===== src/hw/rtl/swic_pkg.sv =====
// Shared constants and types for the sliding window id cache.
package swic_pkg;

  // Field widths of the item channels
  localparam int OP_W   = 2;
  localparam int ID_W   = 32;
  localparam int DATA_W = 32;

  // Defaults for the top-level parameters
  localparam int ENTRIES_DEF       = 96;
  localparam int PAYLOAD_WIDTH_DEF = 32;

  // Base id after reset
  localparam logic [ID_W-1:0] BASE_RESET = 32'd1;

  // Operation codes
  localparam logic [OP_W-1:0] OP_ADD  = 2'd0;
  localparam logic [OP_W-1:0] OP_READ = 2'd1;
  localparam logic [OP_W-1:0] OP_DEL  = 2'd2;

  // Commands from the controller to the datapath
  typedef struct packed {
    logic capture;  // latch the accepted item and its window offset
    logic exec;     // run the item against the window and load the result
  } swic_cmd_t;

endpackage


===== src/hw/rtl/swic_ctrl.sv =====
// Controller: handshake and sequencing of one item at a time.
module swic_ctrl (
  input  logic              clk,
  input  logic              rst_n,
  input  logic              in_valid,
  output logic              in_ready,
  output logic              out_valid,
  input  logic              out_ready,
  output swic_pkg::swic_cmd_t cmd
);

  localparam logic ST_IDLE = 1'b0;
  localparam logic ST_EXEC = 1'b1;

  logic state_r, state_nxt;
  logic out_valid_r, out_valid_nxt;
  logic accept;

  // Take an item only when the result register is free or drains this cycle
  assign in_ready = (state_r == ST_IDLE) && (!out_valid_r || out_ready);
  assign accept   = in_valid && in_ready;

  // Next state and result valid
  always_comb begin
    state_nxt     = state_r;
    out_valid_nxt = out_valid_r;
    if (out_valid_r && out_ready) begin
      out_valid_nxt = 1'b0;
    end
    case (state_r)
      ST_IDLE: begin
        if (accept) begin
          state_nxt = ST_EXEC;
        end
      end
      ST_EXEC: begin
        state_nxt     = ST_IDLE;
        out_valid_nxt = 1'b1;
      end
      default: begin
        state_nxt = ST_IDLE;
      end
    endcase
  end

  always_ff @(posedge clk) begin
    if (!rst_n) begin
      state_r     <= ST_IDLE;
      out_valid_r <= 1'b0;
    end else begin
      state_r     <= state_nxt;
      out_valid_r <= out_valid_nxt;
    end
  end

  assign out_valid   = out_valid_r;
  assign cmd.capture = accept;
  assign cmd.exec    = (state_r == ST_EXEC);

endmodule


===== src/hw/rtl/swic_dp.sv =====
// Datapath: window base, ring head, slot valid bits, payload memory, result.
module swic_dp #(
  parameter int ENTRIES       = swic_pkg::ENTRIES_DEF,
  parameter int PAYLOAD_WIDTH = swic_pkg::PAYLOAD_WIDTH_DEF
) (
  input  logic                        clk,
  input  logic                        rst_n,
  input  swic_pkg::swic_cmd_t         cmd,
  input  logic [swic_pkg::OP_W-1:0]   in_op,
  input  logic [swic_pkg::ID_W-1:0]   in_id,
  input  logic [swic_pkg::DATA_W-1:0] in_payload,
  output logic                        out_hit,
  output logic [swic_pkg::DATA_W-1:0] out_data,
  output logic [swic_pkg::ID_W-1:0]   out_window_base
);

  localparam int IDX_W = (ENTRIES > 1) ? $clog2(ENTRIES) : 1;
  localparam int CNT_W = $clog2(ENTRIES + 1);
  localparam int SUM_W = CNT_W + 1;
  localparam int ID_W  = swic_pkg::ID_W;

  // Window state
  logic [ID_W-1:0]    base_r, base_nxt;
  logic [IDX_W-1:0]   head_r, head_nxt;
  logic [ENTRIES-1:0] valid_r, valid_nxt;

  // Captured item
  logic [swic_pkg::OP_W-1:0] op_r;
  logic [ID_W-1:0]           id_r;
  logic [ID_W-1:0]           d_r;
  logic [PAYLOAD_WIDTH-1:0]  payload_r;

  // Result
  logic                     hit_r;
  logic                     rdhit_r;
  logic [PAYLOAD_WIDTH-1:0] rd_data_r;

  // Payload store
  logic [PAYLOAD_WIDTH-1:0] mem [ENTRIES];

  logic               is_add, is_read, is_del;
  logic               behind, in_win, ahead;
  logic [CNT_W-1:0]   shift;
  logic [SUM_W-1:0]   head_sum, win_sum;
  logic [IDX_W-1:0]   win_idx, phys;
  logic               add_ok, read_hit;
  logic [ENTRIES-1:0] clr;

  // Classify the item against the window
  assign is_add  = (op_r == swic_pkg::OP_ADD);
  assign is_read = (op_r == swic_pkg::OP_READ);
  assign is_del  = (op_r == swic_pkg::OP_DEL);
  assign behind  = d_r[ID_W-1];
  assign in_win  = (d_r < ID_W'(ENTRIES));
  assign ahead   = !behind && !in_win;

  // Number of slots leaving the window, clamped to the window size
  always_comb begin
    shift = '0;
    if (is_del && !behind) begin
      if (d_r >= ID_W'(ENTRIES - 1)) begin
        shift = CNT_W'(ENTRIES);
      end else begin
        shift = CNT_W'(d_r + ID_W'(1));
      end
    end else if (is_add && ahead) begin
      if (d_r >= ID_W'(2 * ENTRIES - 1)) begin
        shift = CNT_W'(ENTRIES);
      end else begin
        shift = CNT_W'(d_r - ID_W'(ENTRIES - 1));
      end
    end
  end

  // New ring head
  assign head_sum = SUM_W'(head_r) + SUM_W'(shift);
  always_comb begin
    if (head_sum >= SUM_W'(ENTRIES)) begin
      head_nxt = IDX_W'(head_sum - SUM_W'(ENTRIES));
    end else begin
      head_nxt = IDX_W'(head_sum);
    end
  end

  // Physical slot: last slot after an advancing add, else head plus offset
  assign win_sum = SUM_W'(head_r) + SUM_W'(IDX_W'(d_r));
  always_comb begin
    if (win_sum >= SUM_W'(ENTRIES)) begin
      win_idx = IDX_W'(win_sum - SUM_W'(ENTRIES));
    end else begin
      win_idx = IDX_W'(win_sum);
    end
    if (ahead) begin
      phys = (head_nxt == '0) ? IDX_W'(ENTRIES - 1) : head_nxt - IDX_W'(1);
    end else begin
      phys = win_idx;
    end
  end

  // An advancing add always lands on a slot that was just cleared
  assign add_ok   = is_add && !behind && (ahead || !valid_r[phys]);
  assign read_hit = is_read && in_win && valid_r[phys];

  // Clear mask: slots within shift positions of the old head
  always_comb begin
    logic [SUM_W-1:0] off;
    off = '0;
    for (int i = 0; i < ENTRIES; i++) begin
      if (IDX_W'(i) >= head_r) begin
        off = SUM_W'(i) - SUM_W'(head_r);
      end else begin
        off = SUM_W'(i) + SUM_W'(ENTRIES) - SUM_W'(head_r);
      end
      clr[i] = (off < SUM_W'(shift));
    end
  end

  always_comb begin
    valid_nxt = valid_r & ~clr;
    if (add_ok) begin
      valid_nxt[phys] = 1'b1;
    end
  end

  // New base id
  always_comb begin
    base_nxt = base_r;
    if (is_del && !behind) begin
      base_nxt = id_r + ID_W'(1);
    end else if (is_add && ahead) begin
      base_nxt = id_r - ID_W'(ENTRIES - 1);
    end
  end

  // Control state
  always_ff @(posedge clk) begin
    if (!rst_n) begin
      base_r  <= swic_pkg::BASE_RESET;
      head_r  <= '0;
      valid_r <= '0;
      hit_r   <= 1'b0;
      rdhit_r <= 1'b0;
    end else if (cmd.exec) begin
      base_r  <= base_nxt;
      head_r  <= head_nxt;
      valid_r <= valid_nxt;
      hit_r   <= add_ok || read_hit;
      rdhit_r <= read_hit;
    end
  end

  // Item capture with its offset from the base
  always_ff @(posedge clk) begin
    if (cmd.capture) begin
      op_r      <= in_op;
      id_r      <= in_id;
      d_r       <= in_id - base_r;
      payload_r <= PAYLOAD_WIDTH'(in_payload);
    end
  end

  // Payload memory, one write and one registered read
  always_ff @(posedge clk) begin
    if (cmd.exec && add_ok) begin
      mem[phys] <= payload_r;
    end
    if (cmd.exec) begin
      rd_data_r <= mem[phys];
    end
  end

  assign out_hit         = hit_r;
  assign out_data        = rdhit_r ? swic_pkg::DATA_W'(rd_data_r) : '0;
  assign out_window_base = base_r;

endmodule


===== src/hw/rtl/sliding_window_id_cache.sv =====
// Top level of the sliding window id cache.
// An accepted item is captured, then run against the window in the exec
//   state (ring update plus the payload memory read), and its result is
//   registered; no new item is taken in the exec state.
// A new item is taken while the previous result is handed off.
// Reset: base id 1, every slot empty, ready the cycle after reset.
module sliding_window_id_cache #(
  parameter int ENTRIES       = swic_pkg::ENTRIES_DEF,
  parameter int PAYLOAD_WIDTH = swic_pkg::PAYLOAD_WIDTH_DEF
) (
  input  logic                        clk,
  input  logic                        rst_n,
  input  logic                        in_valid,
  output logic                        in_ready,
  input  logic [swic_pkg::OP_W-1:0]   in_op,
  input  logic [swic_pkg::ID_W-1:0]   in_id,
  input  logic [swic_pkg::DATA_W-1:0] in_payload,
  output logic                        out_valid,
  input  logic                        out_ready,
  output logic                        out_hit,
  output logic [swic_pkg::DATA_W-1:0] out_data,
  output logic [swic_pkg::ID_W-1:0]   out_window_base
);

  swic_pkg::swic_cmd_t cmd;

  swic_ctrl u_ctrl (
    .clk       (clk),
    .rst_n     (rst_n),
    .in_valid  (in_valid),
    .in_ready  (in_ready),
    .out_valid (out_valid),
    .out_ready (out_ready),
    .cmd       (cmd)
  );

  swic_dp #(
    .ENTRIES       (ENTRIES),
    .PAYLOAD_WIDTH (PAYLOAD_WIDTH)
  ) u_dp (
    .clk             (clk),
    .rst_n           (rst_n),
    .cmd             (cmd),
    .in_op           (in_op),
    .in_id           (in_id),
    .in_payload      (in_payload),
    .out_hit         (out_hit),
    .out_data        (out_data),
    .out_window_base (out_window_base)
  );

endmodule


===== config.mk =====
export PLATFORM = sky130hd
export DESIGN_NAME = sliding_window_id_cache
export DESIGN_NICKNAME = d
export VERILOG_FILES = /design/src/hw/rtl/swic_pkg.sv /design/src/hw/rtl/swic_ctrl.sv /design/src/hw/rtl/swic_dp.sv /design/src/hw/rtl/sliding_window_id_cache.sv
export SDC_FILE = /design/constraint.sdc
export NUM_CORES = 2
export LEC_CHECK = 0
export BUFFER_PORTS_ARGS = -buffer_cell sky130_fd_sc_hd__buf_2
export CORE_MARGIN = 3
export CORE_UTILIZATION = 35
export DETAILED_ROUTE_END_ITERATION = 16
export HOLD_SLACK_MARGIN = 0.12
export PLACE_DENSITY = 0.52
export SLEW_MARGIN = 20
export SYNTH_ARGS = -nofsm -noshare
export SYNTH_HDL_FRONTEND = slang
export SYNTH_SLANG_ARGS = --single-unit

===== constraint.sdc =====
create_clock -name clk -period 20.7 [get_ports clk]
set_input_delay 3.105 -clock clk [delete_from_list [all_inputs] [get_ports clk]]
set_output_delay 3.105 -clock clk [all_outputs]
set_load 0.03 [all_outputs]

=== Word level (Yosys, flattened, before mapping) ===
Memory sizes are Yosys's and may differ from the RTL's. A register that Yosys moved wholly into a read port is not among the register bits.
Index checks and enable logic that the tools add are counted.

* Memories: 1
* Output and inout port bits: 67
* Bits of input ports: 70
* Register bits after elaboration: 237
* Word-level logic and storage cells: 561
* Memory bits (writable): 3,072

* Reductions and logical operators: 24
* $add $sub $neg: 202
* Eq/ne operators: 2
* Magnitude comparators: 199
* Muxes and demuxes: 118
* Bitwise operators: 4

{| class="wikitable"
|+ Memory list
! name !! words !! width !! rd ports !! clocked after memory_dff !! wr ports !! line !! RTL
|-
| u_dp.mem || 96 || 32 || 1 || 1 || 1 || swic_dp.sv:39 || <nowiki>logic [PAYLOAD_WIDTH-1:0] mem [ENTRIES];</nowiki>
|}

{| class="wikitable"
|+ Operators by type and width
! cell !! count
|-
| less-than comparator 8 x 7 -> 1 bit || 96
|-
| two-way mux 8 bit || 96
|-
| subtractor 7 x 7 -> 8 bit, first input constant || 64
|-
| subtractor 8 x 7 -> 8 bit, first input constant || 64
|-
| subtractor 6 x 7 -> 8 bit, first input constant || 32
|-
| greater-or-equal comparator 6 x 7 -> 1 bit, first input constant || 32
|-
| greater-or-equal comparator 7 bit, first input constant || 32
|-
| subtractor 5 x 7 -> 8 bit, first input constant || 16
|-
| greater-or-equal comparator 5 x 7 -> 1 bit, first input constant || 16
|-
| AND 96 bit || 1
|-
| two-way mux 32 bit || 3
|-
| two-way mux 96 bit || 1
|-
| NOT 96 bit || 1
|-
| OR 96 bit || 1
|-
| subtractor 4 x 7 -> 8 bit, first input constant || 8
|-
| greater-or-equal comparator 4 x 7 -> 1 bit, first input constant || 8
|-
| two-way mux 7 bit || 8
|-
| adder 32 x 1 -> 32 bit, second input constant || 1
|-
| greater-or-equal comparator 32 x 7 -> 1 bit, second input constant || 1
|-
| greater-or-equal comparator 32 x 8 -> 1 bit, second input constant || 1
|-
| less-than comparator 32 x 7 -> 1 bit, second input constant || 1
|-
| subtractor 3 x 7 -> 8 bit, first input constant || 4
|-
| subtractor 32 bit || 1
|-
| subtractor 32 x 7 -> 32 bit, second input constant || 1
|-
| other kinds (26) || 60
|}

=== Depth between registers and ports, before layout ===
* Depth in word-level cells: 20
* Mapped depth: 26

=== Hierarchy ===
Synthesis repeated with hierarchy kept, for this count alone.

* Cell total of the unflattened synthesis: 9,120
* Area, all modules: 138,288.9 um^2

{| class="wikitable"
|+ By module, submodules not included
! module !! cells an instance !! times used !! area each (um^2)
|-
| swic_dp || 9,111 || 1 || 138,185.0
|-
| swic_ctrl || 9 || 1 || 103.8
|}

=== Least setup slack after synthesis ===
No wires, ideal clock.

* Kind: register -> register
* Start point: reg u_dp.d_r[1]
* End point: mem u_dp.mem[65][0] (netlist bit), enable pin
* Data arrival time: 11,146 ps
* Slack: 9,093 ps
* Period minus slack after synthesis: 11,607 ps
* Stages on the path, launching flop included: 24
* Required time: 20,239 ps
* Path buffers: 3
* Cell sequence: edfxtp_1 ha_1 and3_1 o21ai_0 nand4_1 nor2_1 nor2_1 o211ai_1 inv_1 ha_1 and3b_1 a2111o_1 or3b_1 clkbuf_1 a211oi_2 o21ai_1 a41oi_2 nor3_1 o41ai_1 o311ai_1 a21o_1 buf_2 buf_4 nor3_1

* Longest elaborated chain between the ends: 20
* Elaborated cells between the ends (all ways): 32

{| class="wikitable"
|+ RTL lines
! what !! line !! RTL
|-
| start: declaration || swic_dp.sv:30 || <nowiki>logic [ID_W-1:0] d_r;</nowiki>
|-
| start signal: assignment || swic_dp.sv:157 || <nowiki>d_r <= in_id - base_r;</nowiki>
|-
| less-than comparator 32 x 7 -> 1 bit || swic_dp.sv:54 || <nowiki>assign in_win = (d_r < ID_W'(ENTRIES));</nowiki>
|-
| logical NOT 1 bit || swic_dp.sv:55 || <nowiki>assign ahead = !behind && !in_win;</nowiki>
|-
| logical AND 1 bit || swic_dp.sv:55 ||
|-
| logical AND 1 bit || swic_dp.sv:66 || <nowiki>end else if (is_add && ahead) begin</nowiki>
|-
| two-way mux 7 bit || swic_dp.sv:66 ||
|-
| two-way mux 7 bit || swic_dp.sv:60 || <nowiki>if (is_del && !behind) begin</nowiki>
|-
| adder 7 x 7 -> 8 bit || swic_dp.sv:76 || <nowiki>assign head_sum = SUM_W'(head_r) + SUM_W'(shift);</nowiki>
|-
| subtractor 7 bit / greater-or-equal comparator 8 x 7 -> 1 bit (equally long branches) || swic_dp.sv:79, swic_dp.sv:78 ||
|-
| [... 4 more ...] || -- ||
|-
| binary-select mux 1 bit (select 7 bit) || swic_dp.sv:101 || <nowiki>assign add_ok = is_add && !behind && (ahead || !valid_r[phys]);</nowiki>
|-
| two-way mux 1 bit (not written as such) || swic_dp.sv:101 ||
|-
| logical NOT 1 bit || swic_dp.sv:101 ||
|-
| logical OR 1 bit || swic_dp.sv:101 ||
|-
| logical AND 1 bit || swic_dp.sv:101 ||
|-
| logical AND 1 bit || swic_dp.sv:164 || <nowiki>if (cmd.exec && add_ok) begin</nowiki>
|-
| two-way mux 1 bit || swic_dp.sv:164 ||
|-
| two-way mux 1 bit (not written as such) || swic_dp.sv:165 || <nowiki>mem[phys] <= payload_r;</nowiki>
|-
| end: declaration || swic_dp.sv:39 ||
|}

Several ways; a longest one is shown, not always the timed one. The select of a mux whose other input is x is not followed.

=== Worst setup path after layout ===
* Start point: reg u_dp.d_r[31]
* End point: mem u_dp.mem[23][22] (netlist bit), enable pin

Same word-level chain as after synthesis.

==> flow_summary.yaml <==
synthesis:
  synth_edf_count: 3202
  synth_compound_area_frac: 0.162
  async_flop_share: 0
  synth.area.mux_share: 0.00638
  synth-adder-area-share: 0.0334
  synth.cell_area_um2: 138000
  synthCells: 9062
  syn-num-nets: 9499
  synth.avg_cell_area_um2: 15.2
  synthDistinctLibCells: 89
  ys.flop_type: "edfxtp_1"
  synth_simple_gate_area_frac: 0.0412
  synth-seq-cells: 3341
  ys_warn_count: 0
  synth_xor_area_frac: 0.0176
  ys_seq_area_frac: 0.717
  synth_top_family_by_area: "compound AO/OA/AOI/OAI gates"
die:
  io_pins: 137
  initial_core_util: 0.353
  fp.coreArea_um2: 391000
  die_h_um: 634
  die_area_um2: 402000
  fp.dieW_um: 634
  rows: 229
route:
  firstDrtPassIters: 9
  viasPerCell: 6.11
  antenna_violating_nets_post_route: 0
  wirelength_met1_mm: 204
  drt-initial-drc-count: 12300
  via_count: 90900
  routedWlPerCell_um: 34.4
  routed_wl_mm: 512
  dr_wl_met2_mm: 237
  routed.top_layer: "met5"
  drc: 0
  wl_met3_mm: 47.4
sta:
  skew_ns: 0.121
  fin_tns_setup_ns: 0
  fin_crit_sh: 0.484
  whs_ns: 0.466
  hold_viol_final: 0
  worstMarginPinSlew_ns: 1.33
  rsz0062_at_grt: "false"
  slew_headroom: 0.0872
  min_period_ns: 10.01
  setup_viol: 0
  drv_slew: 0
  fmax_ghz: 0.0999
global_route:
  antenna_found_initial: 27
  grt.overflow.total: 0
  track_usage: 0.247
  first_global_vias: 86900
  grt_first_pass_wirelength_mm: 705
  grt_max_degree: 125
finish:
  final_common_cell: "edfxtp_1"
  final_cell_mix: "3202 x edfxtp_1, 751 x a22oi_1, 453 x nand2_1"
  n_fill_cell: 35500
  stdcell_count: 14900
  drive_gt1_frac: 0.135
  nNetsFinal: 9825
  syn_to_final_growth_pct: 14.8
place:
  dp_hpwl_mm: 304
  place_inst: 14200
  gp_congestion: 0.925
  portBuffers: 136
clock_tree:
  clock_latency_ns: 0.99
  clkTransAtPathRegs_ns: 0.06
  cts_made_buffers: 353
  clock_sinks: 3341
  cts.path.max_buffers: 4
  post_cts_resized: 0
  cts_max_level: 5
  cts_hold_buf: 0
  cts_setup_buffers: 0
  root_buffer: "clkbuf_16"
  cts_tree: "yes"
critical_path:
  cpMostUsedCell: "buf_4"
  cp_max_fo: 44
  slowest_delay_ns: 0.89
  start_kind: "register"
  r2r_cells: 24
  path_depth: 24
  path_cells: "nor4_1 -> nand4_1 -> nor2_1 -> nor3_1 -> o21ai_0 -> inv_1 -> and2_1 -> inv_1 -> fa_1 -> ha_1 -> nor2b_1 -> o21ai_0 -> o21a_4 -> buf_4 -> nor2_1 -> a32oi_1 -> a31oi_1 -> or4_1 -> o311ai_1 -> a21o_4 -> buf_4 -> buf_4 -> nor3_2 -> buf_4"
  crit_buf_inv: 6
  critical_path_class: "register to register"
  critPathCaptureType: "register"
  cpMaxStageDelayCell: "o311ai_1"
  path_delay_family: "compound AO/OA/AOI/OAI gates"
  cp.arrival_ns: 10.61
  required_ns: 21.30
job:
  drv_cap: 0
run_status:
  status: "finished clean"
min_path:
  hold_path_class: "register to register"
  hold_depth: 2
power:
  leakagePower_nw: 50.3
  p_per_area_nw_per_um2: 103
  vdd_drop_max_mv: 0.0681
## final timing paths
kind | startpoint | endpoint | slack (ns)
worst min register to register | u_dp.valid_r[63] | u_dp.valid_r[63] | 0.47
worst max-delay path | u_dp.d_r[31] | u_dp.mem[23][22] | 10.69
worst max register to register | u_dp.d_r[31] | u_dp.mem[23][22] | 10.69
worst min-delay path | u_dp.valid_r[63] | u_dp.valid_r[63] | 0.47
## registers in the layout (all words and copies together) (netlist names)
register	count
u_dp.mem	3072
u_dp.valid_r	96
u_dp.d_r	32
u_dp.id_r	32
u_dp.out_window_base	32
u_dp.payload_r	32
u_dp.rd_data_r	32
u_dp.head_r	7
u_dp.op_r	2
u_ctrl.out_valid	1
u_ctrl.state_r	1
u_dp.out_hit	1
u_dp.rdhit_r	1
## tightest hold or removal path: stages, from the launching register on
cell and delay (ns):
dfxtp_1 0.31, nand2_1 0.05, o32ai_1 0.05
## Yosys cell counts, types with 13 or more instances
master	number	share of area
edfxtp_1	3202	0.70
a22oi_1	751	0.041
nand2_1	463	0.013
a31oi_1	372	0.017
a21oi_1	366	0.013
ha_1	364	0.033
a221oi_1	357	0.023
a22o_1	347	0.022
clkbuf_1	272	0.0074
o21ai_0	207	0.0075
xnor2_1	205	0.013
nor2_1	175	0.0048
buf_2	173	0.0063
nor3_1	158	0.0057
nand3_1	148	0.0054
a21o_1	145	0.0079
buf_1	144	0.0039
dfxtp_1	139	0.020
inv_1	135	0.0037
xor2_1	70	0.0044
o31ai_1	65	0.0035
o41ai_1	63	0.0040
mux2i_1	61	0.0044
nor2b_1	53	0.0024
o32ai_1	51	0.0032
a2111oi_0	42	0.0027
and2_1	41	0.0019
a211oi_1	32	0.0017
nand4_1	31	0.0014
and3_1	29	0.0013
nand4b_1	26	0.0017
a222oi_1	21	0.0015
o211ai_1	21	0.0011
o221ai_1	21	0.0013
mux2_2	20	0.0016
o21a_1	20	0.0011
nor4_1	19	0.00086
nand2b_1	17	0.00077
o21bai_1	16	0.00087
a2111o_1	14	0.0011
or3_1	14	0.00063
a221o_1	13	0.00094
o22ai_1	13	0.00059
## report_power, final
part | total, W | internal [W] | switching (W) | leakage (nW)
combinational | 0.00264 | 0.000758 | 0.00188 | 15.0
clock | 0.00613 | 0.00347 | 0.00265 | 5.35
sequential | 0.00751 | 0.00747 | 0.0000352 | 30.0
## cells by family (layout without fill, tap and decap cells)
kind of cell,count (synthesis),in the layout
adder cells (fa/ha/maj),367,367
flip-flops,3341,3341
buffers and inverters,747,1346
AO/OA/AOI/OAI,3040,3040
AND/OR/NAND/NOR,1207,1207
multiplexers,84,84
other,0,10
XOR/XNOR,276,276
## per-layer routing
layer | track usage | vias up
met5 | 0 | -
met4 | 0.102 | 20
met3 | 0.0453 | 951
met2 | 0.395 | 5157
met1 | 0.332 | 47000
li1 | - | 37800
## through the flow
step	cell area, µm²	setup slack, ns	utilization	power (W)
3_5_place_dp	147000	10.78	0.377	0.0102
4_1_cts	158000	10.69	0.405	0.0163
2_1_floorplan	138000	9.09	-	0.00898
6_report	158000	10.69	0.405	0.0163
3_3_place_gp	147000	9.37	0.376	0.0102
5_1_grt	158000	10.10	0.405	0.0167
## layout make-up
class                   instances  area, µm²  share of cell area
diodes                         10       25.0            0.000158
clock buffers                 455       9480              0.0599
clock inverters               173       1520             0.00962
inverters                     142        534             0.00337
multi-input cells            4974      37100               0.235
flip-flops and latches       3341      98900               0.625
well taps                    5197       6500              0.0410
repair buffers                576       4250              0.0268
(Power assumes the default switching activity.)
